## src/hw/rtl/hrlp_pkg.sv

```systemverilog
// Shared types and constants for the HTTP request line parser.
// No dependencies.
package hrlp_pkg;

  localparam int unsigned MAX_REQUEST_BYTES = 1024;
  localparam int unsigned PATH_CAP_INT =
    (MAX_REQUEST_BYTES > 2047) ? 2047 : MAX_REQUEST_BYTES;
  localparam logic [10:0] PATH_COUNT_CAP = 11'(PATH_CAP_INT);

  typedef enum logic [2:0] {
    PH_IDLE,
    PH_METHOD,
    PH_PATH,
    PH_VERSION,
    PH_DONE
  } phase_e;

  localparam logic [2:0] CK_HTML  = 3'd0;
  localparam logic [2:0] CK_PLAIN = 3'd1;
  localparam logic [2:0] CK_CSS   = 3'd2;
  localparam logic [2:0] CK_PNG   = 3'd3;
  localparam logic [2:0] CK_JPEG  = 3'd4;

  localparam logic KIND_PATH    = 1'b0;
  localparam logic KIND_VERDICT = 1'b1;

  localparam logic [7:0] CH_SP  = 8'h20;
  localparam logic [7:0] CH_CR  = 8'h0d;
  localparam logic [7:0] CH_LF  = 8'h0a;
  localparam logic [7:0] CH_DOT = 8'h2e;
  localparam logic [7:0] CH_SLASH = 8'h2f;
  localparam logic [7:0] CH_ONE   = 8'h31;
  localparam logic [7:0] CH_ZERO  = 8'h30;

  localparam logic [7:0] METHOD_TXT [3] = '{8'h47, 8'h45, 8'h54};           // GET
  localparam logic [7:0] VERSION_TXT [7] =
    '{8'h48, 8'h54, 8'h54, 8'h50, 8'h2f, 8'h31, 8'h2e};                    // HTTP/1.

  typedef struct packed {
    logic [7:0] data_byte;
    logic       start_request;
  } in_item_t;

  typedef struct packed {
    logic        item_kind;
    logic [7:0]  path_byte;
    logic        request_valid;
    logic        version_minor;
    logic [2:0]  content_kind;
    logic        path_is_root;
    logic [10:0] path_length;
    logic        last_item;
  } out_item_t;

endpackage

```

## src/hw/rtl/hrlp_parse.sv

```systemverilog
// Request line parser core: per-request state and the per-byte decision.
// Depends on hrlp_pkg.
module hrlp_parse import hrlp_pkg::*; (
  input  logic      clk_i,
  input  logic      rst_ni,
  input  logic      step_i,
  input  in_item_t  item_i,
  output logic      res_valid_o,
  output out_item_t res_o
);

  typedef struct packed {
    phase_e          phase;
    logic [3:0]      pos;
    logic            failed;
    logic            v11;
    logic [0:4][7:0] ext;
    logic [2:0]      ext_cnt;
    logic            ext_ovf;
    logic [10:0]     path_cnt;
    logic            first_slash;
    logic [1:0]      blank;
  } pstate_t;

  localparam pstate_t CLEAR = '{phase: PH_IDLE, default: '0};

  pstate_t st_q, st_d;

  function automatic logic ext_is(pstate_t s, logic [0:4][7:0] pat, logic [2:0] n);
    logic hit;
    hit = !s.ext_ovf && (s.ext_cnt == n);
    for (int i = 0; i < 5; i++) begin
      if (3'(i) < n && s.ext[i] != pat[i]) hit = 1'b0;
    end
    return hit;
  endfunction

  function automatic out_item_t verdict(pstate_t s, logic ok);
    out_item_t  r;
    logic       root;
    logic [2:0] ck;
    root = (s.path_cnt == 11'd0) || (s.path_cnt == 11'd1 && s.first_slash);
    if (ext_is(s, ".html", 3'd5) || ext_is(s, {".htm", 8'h00}, 3'd4)) ck = CK_HTML;
    else if (ext_is(s, {".css", 8'h00}, 3'd4)) ck = CK_CSS;
    else if (ext_is(s, {".png", 8'h00}, 3'd4)) ck = CK_PNG;
    else if (ext_is(s, {".jpg", 8'h00}, 3'd4)) ck = CK_JPEG;
    else ck = CK_PLAIN;
    r               = '0;
    r.item_kind     = KIND_VERDICT;
    r.request_valid = ok;
    r.version_minor = ok && s.v11;
    r.content_kind  = ok ? (root ? CK_HTML : ck) : CK_HTML;
    r.path_is_root  = ok && root;
    r.path_length   = s.path_cnt;
    r.last_item     = 1'b1;
    return r;
  endfunction

  always_comb begin
    logic [7:0] b;
    logic [7:0] expect_ch;
    logic       hdr_end;
    b           = item_i.data_byte;
    st_d        = st_q;
    res_valid_o = 1'b0;
    res_o       = '0;
    hdr_end     = 1'b0;
    if (item_i.start_request) begin
      st_d       = CLEAR;
      st_d.phase = PH_METHOD;
    end
    if (st_d.phase == PH_METHOD || st_d.phase == PH_PATH || st_d.phase == PH_VERSION) begin
      // CR LF CR LF tracker
      expect_ch = st_d.blank[0] ? CH_LF : CH_CR;
      if (b == expect_ch) begin
        if (st_d.blank == 2'd3) hdr_end = 1'b1;
        else st_d.blank = st_d.blank + 2'd1;
      end else begin
        st_d.blank = (b == CH_CR) ? 2'd1 : 2'd0;
      end

      if (hdr_end) begin
        res_valid_o = 1'b1;
        res_o       = verdict(st_d, 1'b0);
        st_d.phase  = PH_DONE;
      end else begin
        case (st_d.phase)
          PH_METHOD: begin
            if (b == CH_SP) begin
              if (st_d.failed || st_d.pos != 4'd3) begin
                res_valid_o = 1'b1;
                res_o       = verdict(st_d, 1'b0);
                st_d.phase  = PH_DONE;
              end else begin
                st_d.pos    = '0;
                st_d.failed = 1'b0;
                st_d.phase  = PH_PATH;
              end
            end else begin
              if (st_d.pos >= 4'd3) st_d.failed = 1'b1;
              else begin
                if (METHOD_TXT[st_d.pos[1:0]] != b) st_d.failed = 1'b1;
                st_d.pos = st_d.pos + 4'd1;
              end
            end
          end
          PH_PATH: begin
            if (b == CH_SP) begin
              st_d.phase = PH_VERSION;
            end else begin
              if (st_d.path_cnt == 11'd0) st_d.first_slash = (b == CH_SLASH);
              if (st_d.path_cnt < PATH_COUNT_CAP) st_d.path_cnt = st_d.path_cnt + 11'd1;
              // text from the last dot, at most five bytes kept
              if (b == CH_DOT) begin
                st_d.ext     = {CH_DOT, 32'h0};
                st_d.ext_cnt = 3'd1;
                st_d.ext_ovf = 1'b0;
              end else if (st_d.ext_cnt != 3'd0) begin
                if (st_d.ext_cnt < 3'd5) begin
                  for (int i = 1; i < 5; i++) begin
                    if (st_d.ext_cnt == 3'(i)) st_d.ext[i] = b;
                  end
                  st_d.ext_cnt = st_d.ext_cnt + 3'd1;
                end else begin
                  st_d.ext_ovf = 1'b1;
                end
              end
              res_valid_o       = 1'b1;
              res_o.item_kind   = KIND_PATH;
              res_o.path_byte   = b;
              res_o.path_length = st_d.path_cnt;
            end
          end
          PH_VERSION: begin
            if (b == CH_CR) begin
              res_valid_o = 1'b1;
              res_o       = verdict(st_d, !st_d.failed && st_d.pos == 4'd8);
              st_d.phase  = PH_DONE;
            end else begin
              if (st_d.pos < 4'd7) begin
                if (VERSION_TXT[st_d.pos[2:0]] != b) st_d.failed = 1'b1;
              end else if (st_d.pos == 4'd7) begin
                if (b == CH_ONE) st_d.v11 = 1'b1;
                else if (b == CH_ZERO) st_d.v11 = 1'b0;
                else st_d.failed = 1'b1;
              end else begin
                st_d.failed = 1'b1;
              end
              if (st_d.pos < 4'd8) st_d.pos = st_d.pos + 4'd1;
            end
          end
          default: ;
        endcase
      end
    end
  end

  always_ff @(posedge clk_i or negedge rst_ni) begin
    if (!rst_ni) begin
      st_q <= CLEAR;
    end else if (step_i) begin
      st_q <= st_d;
    end
  end

endmodule

```

## src/hw/rtl/hrlp_outq.sv

```systemverilog
// Two-entry result queue between the parser and the output channel.
// Depends on hrlp_pkg.
module hrlp_outq import hrlp_pkg::*; (
  input  logic      clk_i,
  input  logic      rst_ni,
  input  logic      push_i,
  input  out_item_t push_data_i,
  output logic      full_o,
  output logic      out_valid_o,
  input  logic      out_stall_i,
  output out_item_t out_data_o
);

  out_item_t  mem_q [2];
  logic       wr_ptr_q, rd_ptr_q;
  logic [1:0] cnt_q, cnt_d;
  logic       pop;

  assign pop         = (cnt_q != 2'd0) && !out_stall_i;
  assign full_o      = (cnt_q == 2'd2);
  assign out_valid_o = (cnt_q != 2'd0);
  assign out_data_o  = mem_q[rd_ptr_q];

  always_comb begin
    cnt_d = cnt_q;
    if (push_i && !pop) cnt_d = cnt_q + 2'd1;
    else if (!push_i && pop) cnt_d = cnt_q - 2'd1;
  end

  always_ff @(posedge clk_i or negedge rst_ni) begin
    if (!rst_ni) begin
      wr_ptr_q <= 1'b0;
      rd_ptr_q <= 1'b0;
      cnt_q    <= 2'd0;
    end else begin
      if (push_i) wr_ptr_q <= ~wr_ptr_q;
      if (pop) rd_ptr_q <= ~rd_ptr_q;
      cnt_q <= cnt_d;
    end
  end

  always_ff @(posedge clk_i) begin
    if (push_i) mem_q[wr_ptr_q] <= push_data_i;
  end

endmodule

```

## src/hw/rtl/http_request_line_parser.sv

```systemverilog
// HTTP request line parser top level: parser core plus result queue.
// Depends on hrlp_pkg, hrlp_parse, hrlp_outq.
//
//  channel | dir | handshake              | payload
//  --------+-----+------------------------+------------------------
//  in      | in  | in_valid_i / in_stall_o | in_data_i  (in_item_t)
//  out     | out | out_valid_o / out_stall_i | out_data_o (out_item_t)
//
// One byte per clock while in_stall_o is low; each byte is decided in the
// cycle it is accepted and its result, if any, is registered in the queue.
// The two-entry result queue lets input keep flowing while the output stalls;
// in_stall_o rises only when both entries hold results.
// Reset returns the parser to idle and empties the queue; no clearing pass.
module http_request_line_parser import hrlp_pkg::*; (
  input  logic      clk_i,
  input  logic      rst_ni,
  input  logic      in_valid_i,
  output logic      in_stall_o,
  input  in_item_t  in_data_i,
  output logic      out_valid_o,
  input  logic      out_stall_i,
  output out_item_t out_data_o
);

  logic      accept;
  logic      res_valid;
  out_item_t res;
  logic      q_full;

  assign in_stall_o = q_full;
  assign accept     = in_valid_i && !q_full;

  hrlp_parse u_parse (
    .clk_i,
    .rst_ni,
    .step_i      (accept),
    .item_i      (in_data_i),
    .res_valid_o (res_valid),
    .res_o       (res)
  );

  hrlp_outq u_outq (
    .clk_i,
    .rst_ni,
    .push_i      (accept && res_valid),
    .push_data_i (res),
    .full_o      (q_full),
    .out_valid_o,
    .out_stall_i,
    .out_data_o
  );

endmodule

```

## config.mk

```make
export PLATFORM = sky130hd
export DESIGN_NAME = http_request_line_parser
export DESIGN_NICKNAME = d
export VERILOG_FILES = /design/src/hw/rtl/hrlp_pkg.sv /design/src/hw/rtl/hrlp_parse.sv /design/src/hw/rtl/hrlp_outq.sv /design/src/hw/rtl/http_request_line_parser.sv
export SDC_FILE = /design/constraint.sdc
export NUM_CORES = 1
export LEC_CHECK = 0
export ABC_AREA = 1
export ABC_CLOCK_PERIOD_IN_PS = 3900
export CORE_MARGIN = 5
export CORE_UTILIZATION = 61
export CTS_CLUSTER_SIZE = 16
export DETAILED_ROUTE_END_ITERATION = 8
export DONT_BUFFER_PORTS = 1
export PLACE_DENSITY = 0.83
export SLEW_MARGIN = 25
export SYNTH_ARGS = -nofsm -noshare
export SYNTH_HDL_FRONTEND = slang
export SYNTH_HIERARCHICAL = 1
export SYNTH_SLANG_ARGS = --single-unit
```

## constraint.sdc

```tcl
create_clock -name clk_i -period 3.9 [get_ports clk_i]
set_clock_uncertainty 0.1 [all_clocks]
set_input_delay 0.78 -clock clk_i [delete_from_list [all_inputs] [get_ports clk_i]]
set_output_delay 0.78 -clock clk_i [all_outputs]
set_load 0.05 [all_outputs]
```

After elaboration in Yosys (flattened, before gate mapping)
Memories as Yosys holds them, arrays and structs flattened.
Cells that the tools add are included.
{ "word_totals": {"register_bits": 71, "ram_bits": 54, "romBits": 64, "in_bits": 13, "output_inout_bits": 29, "wordCells": 222, "memories": 2} }
{ "mem_list": {"columns": ["name", "depth", "word_bits", "read_ports", "rd_clocked_by_memory_dff", "wr", "line", "rtl"], "rows": [
  ["(no name shown)", 8, 8, 1, 0, 0, "hrlp_parse.sv:141", "if (VERSION_TXT[st_d.pos[2:0]] != b) st_d.failed = 1'b1;"],
  ["u_outq.mem_q", 2, 27, 1, 0, 1, "hrlp_outq.sv:14", "out_item_t mem_q [2];"]
]} }
{ "classes": {"addsub": 6, "n_lt_le_gt_ge": 7, "n_eq_ne": 36, "n_mux": 124, "n_bitwise": 4, "n_reduce_logical": 26} }
{ "ops": {"columns": ["operator", "count"], "rows": [
  ["$mux 27", 5],
  ["$mux 67", 2],
  ["$mux 56", 2],
  ["$ne 8x7->1 const B", 12],
  ["$mux 8", 10],
  ["$mux 36", 2],
  ["$mux 1", 70],
  ["$mux 62", 1],
  ["$eq 8x6->1 const B", 5],
  ["$mux 3", 12],
  ["$mux 35", 1],
  ["$pmux 11 s3", 1],
  ["$pmux 9 s3", 1],
  ["$mux 11", 2],
  ["$bmux 8 s2", 1],
  ["$ne 8x8->1", 2],
  ["$eq 3x2->1 const B", 4],
  ["$pmux 6 s2", 1],
  ["$add 11x1->11 const B", 1],
  ["$eq 11x1->1 const B", 1],
  ["$logic_and 1x1->1", 11],
  ["$logic_not 11->1", 1],
  ["$lt 11x11->1 const B", 1],
  ["$mux 5", 2],
  ["33 further kinds", 52]
]} }

Longest topological paths before layout
{ "depth": {"ltp_word": 41, "mapped_depth": 24, "depth_no_buf": 21} }

Cells and area by module
The synthesis kept the hierarchy.
{ "by_module_without_submodules": {"columns": ["module", "n_inst", "cells_per_inst", "area_per_inst_um2", "seq_area_each_um2"], "rows": [
  ["hrlp_parse", 1, 916, 5599.1, 1676.6],
  ["hrlp_outq", 1, 169, 2214.6, 1721.7],
  ["http_request_line_parser", 1, 5, 23.8, 0.0]
]} }

Worst setup path before layout
OpenSTA, ideal clock, no wires.
{ "synth_path": {"path_kind": "input-to-reg", "start": "input port in_data_i[0] (netlist name)", "end": "memory u_outq/mem_q[0][0] (netlist name), enable pin", "setup_time_ns": 0.411, "arrival_time_ns": 3.684, "setup_slack_ns": -0.295, "cell_stages": 20, "path_buffers": 3, "cell_sequence": "buf_6 inv_4 buf_6 nand2_1 inv_1 ha_1 inv_1 a21oi_1 nand2_1 nand3_1 nand2_1 inv_1 nand2_1 nand2_2 buf_6 o21ai_1 inv_1 nor2_2 inv_1 nor2_1"} }
{ "synth_via": {"elab_chain_len": 11} }
{ "synth_rtl": {"columns": ["item", "line", "rtl"], "rows": [
  ["start: declaration", "http_request_line_parser.sv:19", "input in_item_t in_data_i,"],
  ["$mux 67 *", "hrlp_parse.sv:68", "if (item_i.start_request) begin"],
  ["$ne 4x2->1", "hrlp_parse.sv:90", "if (st_d.failed || st_d.pos != 4'd3) begin"],
  ["$logic_or 1x1->1", "hrlp_parse.sv:90", null],
  ["$mux 1", "hrlp_parse.sv:90", null],
  ["$mux 1", "hrlp_parse.sv:89", "if (b == CH_SP) begin"],
  ["$pmux 1 s3", "hrlp_parse.sv:87", "case (st_d.phase)"],
  ["$mux 1", "hrlp_parse.sv:82", "if (hdr_end) begin"],
  ["$mux 1 *", "hrlp_parse.sv:72", "if (st_d.phase == PH_METHOD || st_d.phase == PH_PATH || st_d.phase == PH_VERSION) begin"],
  ["net res_valid", "http_request_line_parser.sv:26", "logic res_valid;"],
  ["$logic_and 1x1->1 *", "http_request_line_parser.sv:45", ".push_i (accept && res_valid),"],
  ["$mux 1 *", "hrlp_outq.sv:43", "if (push_i) mem_q[wr_ptr_q] <= push_data_i;"],
  ["$mux 1 (not written as such) *", "hrlp_outq.sv:43", null],
  ["end: declaration", "hrlp_outq.sv:14", null]
]} }
Mark *: on every way through the listed nets, which the timed path passes. The rest lies on a longest branch. The select of a mux whose other input is x is not followed.

Worst setup path after layout
{ "layout_path": {"start": "input port in_data_i[0] (netlist name)", "end": "memory u_outq/mem_q[0][16] (netlist name), enable pin"} }
Same word-level chain as after synthesis.

==> results.tsv <==
stage	metric	value	unit
worst_setup_path	critical setup path kind	in -> reg	
run	number of max-cap violations	0	
synthesis	async set-or-reset flop fraction in the synthesized netlist	0.568	
sta	count of pins over their slew limit	0	
placement	HPWL reported at the end of detailed placement	13600	um
worst_setup_path	largest stage delay on the critical path	0.33	ns
clock_tree	number of sinks handled by clock tree synthesis	125	
sta	part of the cycle the worst path needs	0.735	
grt	number of global-route vias before repair	6746	
clock_tree	Post-CTS Setup Repair Bufs	0	
worst_setup_path	critical path data required time	3.89	ns
synthesis	most used flip-flop cell after synthesis	dfrtp_1	
worst_setup_path	worst flop-to-flop path startpoint	u_parse/st_q[60]	
layout	antenna diode instance count	0	
layout	area taken by flip-flops and latches	3400	um2
synthesis	synth top area cells	dfrtp_1 23%, edfxtp_1 21%, nand2_1 19%	
worst_setup_path	Critical Path Source	in_data_i[0]	
route	wire length per cell after detailed routing	15.8	um
grt	number of antenna violations at the first check in global routing	0	
clock_tree	root buf cell	clkbuf_16	
route	detailed-route wire length	20100	um
worst_setup_path	Critical Path Slowest Stage Cell	buf_4	
worst_setup_path	cell chain of the critical path	inv_4 -> nand2_1 -> inv_1 -> ha_1 -> inv_1 -> a21oi_1 -> nand2_1 -> nand3_1 -> nand2_1 -> inv_1 -> nand2_1 -> nand2_2 -> o21ai_1 -> inv_1 -> nor2_2 -> inv_1 -> nor2_2 -> buf_4	
clock_tree	clock edge transition at the registers on the reported setup and hold paths	0.05	ns
placement	placed instance area	7860	um2
route	Remaining DRCs	0	
layout	count of filler cells inserted in the layout	1075	
layout	total number of nets in the final design	1110	
route	number of violations reported at the end of detailed-routing iteration 0	669	
synthesis	distinct cell type count after synthesis	45	
synthesis	portion of the post-synthesis area used by sequential elements	0.434	
status	result of the run	finished clean	
layout	non-filler cells in the finished layout	1269	
sta	setup violation total in the final timing report	0	
route	router iterations before antenna repair	6	
worst_setup_path	most prevalent standard cell on the critical path	inv_1	
clock_tree	H-tree level count	4	
sta	worst max-slew margin expressed relative to the limit	0.295	
power	cell area power density	533	nW/um2
worst_hold_path	HP Class	in -> async	
worst_setup_path	kind of end point of the critical path	register	
sta	final-report hold violation count	0	
placement	Port Buffer Count	0	
synthesis	post-synthesis register bit count	125	
placement	worst setup timing slack at the placement stage	0.670	ns
die	Chip Width	123	um
synthesis	post-synth net total	1115	
worst_setup_path	worst-path maximum fanout	28	
grt	pin count of the biggest net entering global routing	72	
synthesis	commonest cells in the synthesized netlist	399 x nand2_1, 140 x nor2_1, 103 x inv_1	
grt	GRT Residual Overflow	0	
placement	total placed cells including tap cells	1237	
synthesis	most common cell in the synthesized netlist	nand2_1	
clock_tree	buffer depth of the longest clock path	2	
die	starting density of the core	0.621	
synthesis	Avg Synthesized Cell Area	7.19	um2
sta	Setup WS post-layout	1.03	ns
route	antenna violation net count after detailed routing	0	
power	leakage power	0.00409	uW
route	routed vias/inst	5.58	
sta	Max Clk Rate	0.349	GHz
clock_tree	CTS tree	yes	
synthesis	top-area cell type share of the netlist area	0.227	
sta	accumulated negative setup slack	0	ns
synthesis	Synth Instances	1090	
clock_tree	latest clock arrival within the worst-skew pair	0.43	ns
layout	multi-input logic area	3690	um2
synthesis	cell area after synthesis	7840	um2
die	Die ar.	15200	um2
sta	unrepaired setup endpoints after global routing	false	
route	via total after detailed routing	7076	
die	I/O pin cnt	42	
die	count of standard-cell rows	41	
sta	fin crit period	2.87	ns
synthesis	synthesis warning total	6	
synthesis	number of synthesized flops with an enable pin	54	
placement	routability congestion estimate from global placement	0.975	
clock_tree	CTS buffer count	17	
layout	area added between synthesis and finish	7.54	%
die	Chip Height	123	um
grt	GRT Resource Usage Total	0.281	
synthesis	cell taking the most area after synthesis	dfrtp_1	
die	CORE AREA	12600	um2
sta	slew at the pin closest to its max-slew limit	1.06	ns
worst_setup_path	Crit path arrival time	2.86	ns
grt	first-pass GRT wire length	32900	um
power	IR drop worst, VDD	0.248	mV
layout	share of cells above drive strength 1	0.0811	
layout	Design Area, Final	8430	um2
worst_setup_path	CP Launch Type	primary input	
==> layer usage <==
metal	up-vias	global-route usage	part of all wire
met3	69	0.0659	0.081
met4	0	0.138	0.037
li1	3469	-	-
met1	3217	0.343	0.40
met5	-	0	0
met2	321	0.467	0.48
==> cells in the final DEF (no fill, tap or decap), types with 10 or more instances in the layout <==
master	n
inv_1	103
clkbuf_16	17
ha_1	12
nand4_1	27
a21oi_1	39
nor2_1	139
edfxtp_1	54
o21ai_1	10
nor2_2	11
nand2_1	399
inv_2	10
nand3_1	77
o21ai_0	32
nor3_1	12
buf_4	16
nand2_2	12
dfrtp_1	71
==> area by class of cell <==
cell class	count	area share
clock buffer	22	0.0527
clock inverter	9	0.0116
inverter	116	0.0520
multi-input combinational	808	0.438
sequential	125	0.403
tap	172	0.0255
timing repair buffer	17	0.0175
==> timing repair <==
item,CTS,global route
endpoints found under the hold margin,71,0
gates resized for setup,0,0
hold buffers,1,0
==> path summary, 6_finish.rpt <==
kind	to	slack [ns]	depth (start not counted)
max in group asynchronous	u_parse/st_q[18]	3.26	1
worst min register to register	u_parse/st_q[32]	0.38	2
min in group clk_i	u_parse/st_q[32]	0.38	2
worst max-delay path	u_outq/mem_q[0][16]	1.03	18
worst max register to register	u_outq/mem_q[0][16]	1.07	17
worst min-delay path	u_parse/st_q[55]	0.15	1
==> metrics by stage <==
stage / total power (uW) / util / hold slack [ns]
3_3_place_gp: 2970 / 0.623 / 0.359
4_1_cts: 4490 / 0.668 / 0.156
3_5_place_dp: 2990 / 0.623 / 0.365
5_1_grt: 4710 / 0.668 / 0.167
6_report: 4490 / 0.668 / 0.147
2_1_floorplan: 2830 / - / 0.342
==> sequential cells by signal (all words and copies together), names as in the netlist <==
| name | count |
|---|---|
| u_outq/rd_ptr_q | 1 |
| u_outq/wr_ptr_q | 1 |
| u_outq/mem_q | 54 |
| u_outq/cnt_q | 2 |
| u_parse/st_q | 67 |
==> worst max-delay path, delay by kind of cell <==
kind | cells | cell delay [ns]
adder cells (fa/ha/maj) | 1 | 0.25
AND/OR/NAND/NOR | 8 | 0.82
AO/OA/AOI/OAI | 2 | 0.15
buffers and inverters | 7 | 0.83
==> where the power goes <==
part	internal [uW]	switching, uW
Clock	926	556
Combinational	278	1170
Sequential	1470	90.5
Total	2670	1820
==> cells by family (layout without fill, tap and decap cells) <==
logic type      count (synthesis)  after routing  synth area share
compound gates                 95             95            0.0656
simple gates                  696            696             0.380
buf+inv                       157            164            0.0963
xor+xnor                        5              5           0.00559
flops                         125            125             0.434
fa+ha+maj                      12             12            0.0192
Note: power is estimated with default switching activity, not from simulation.
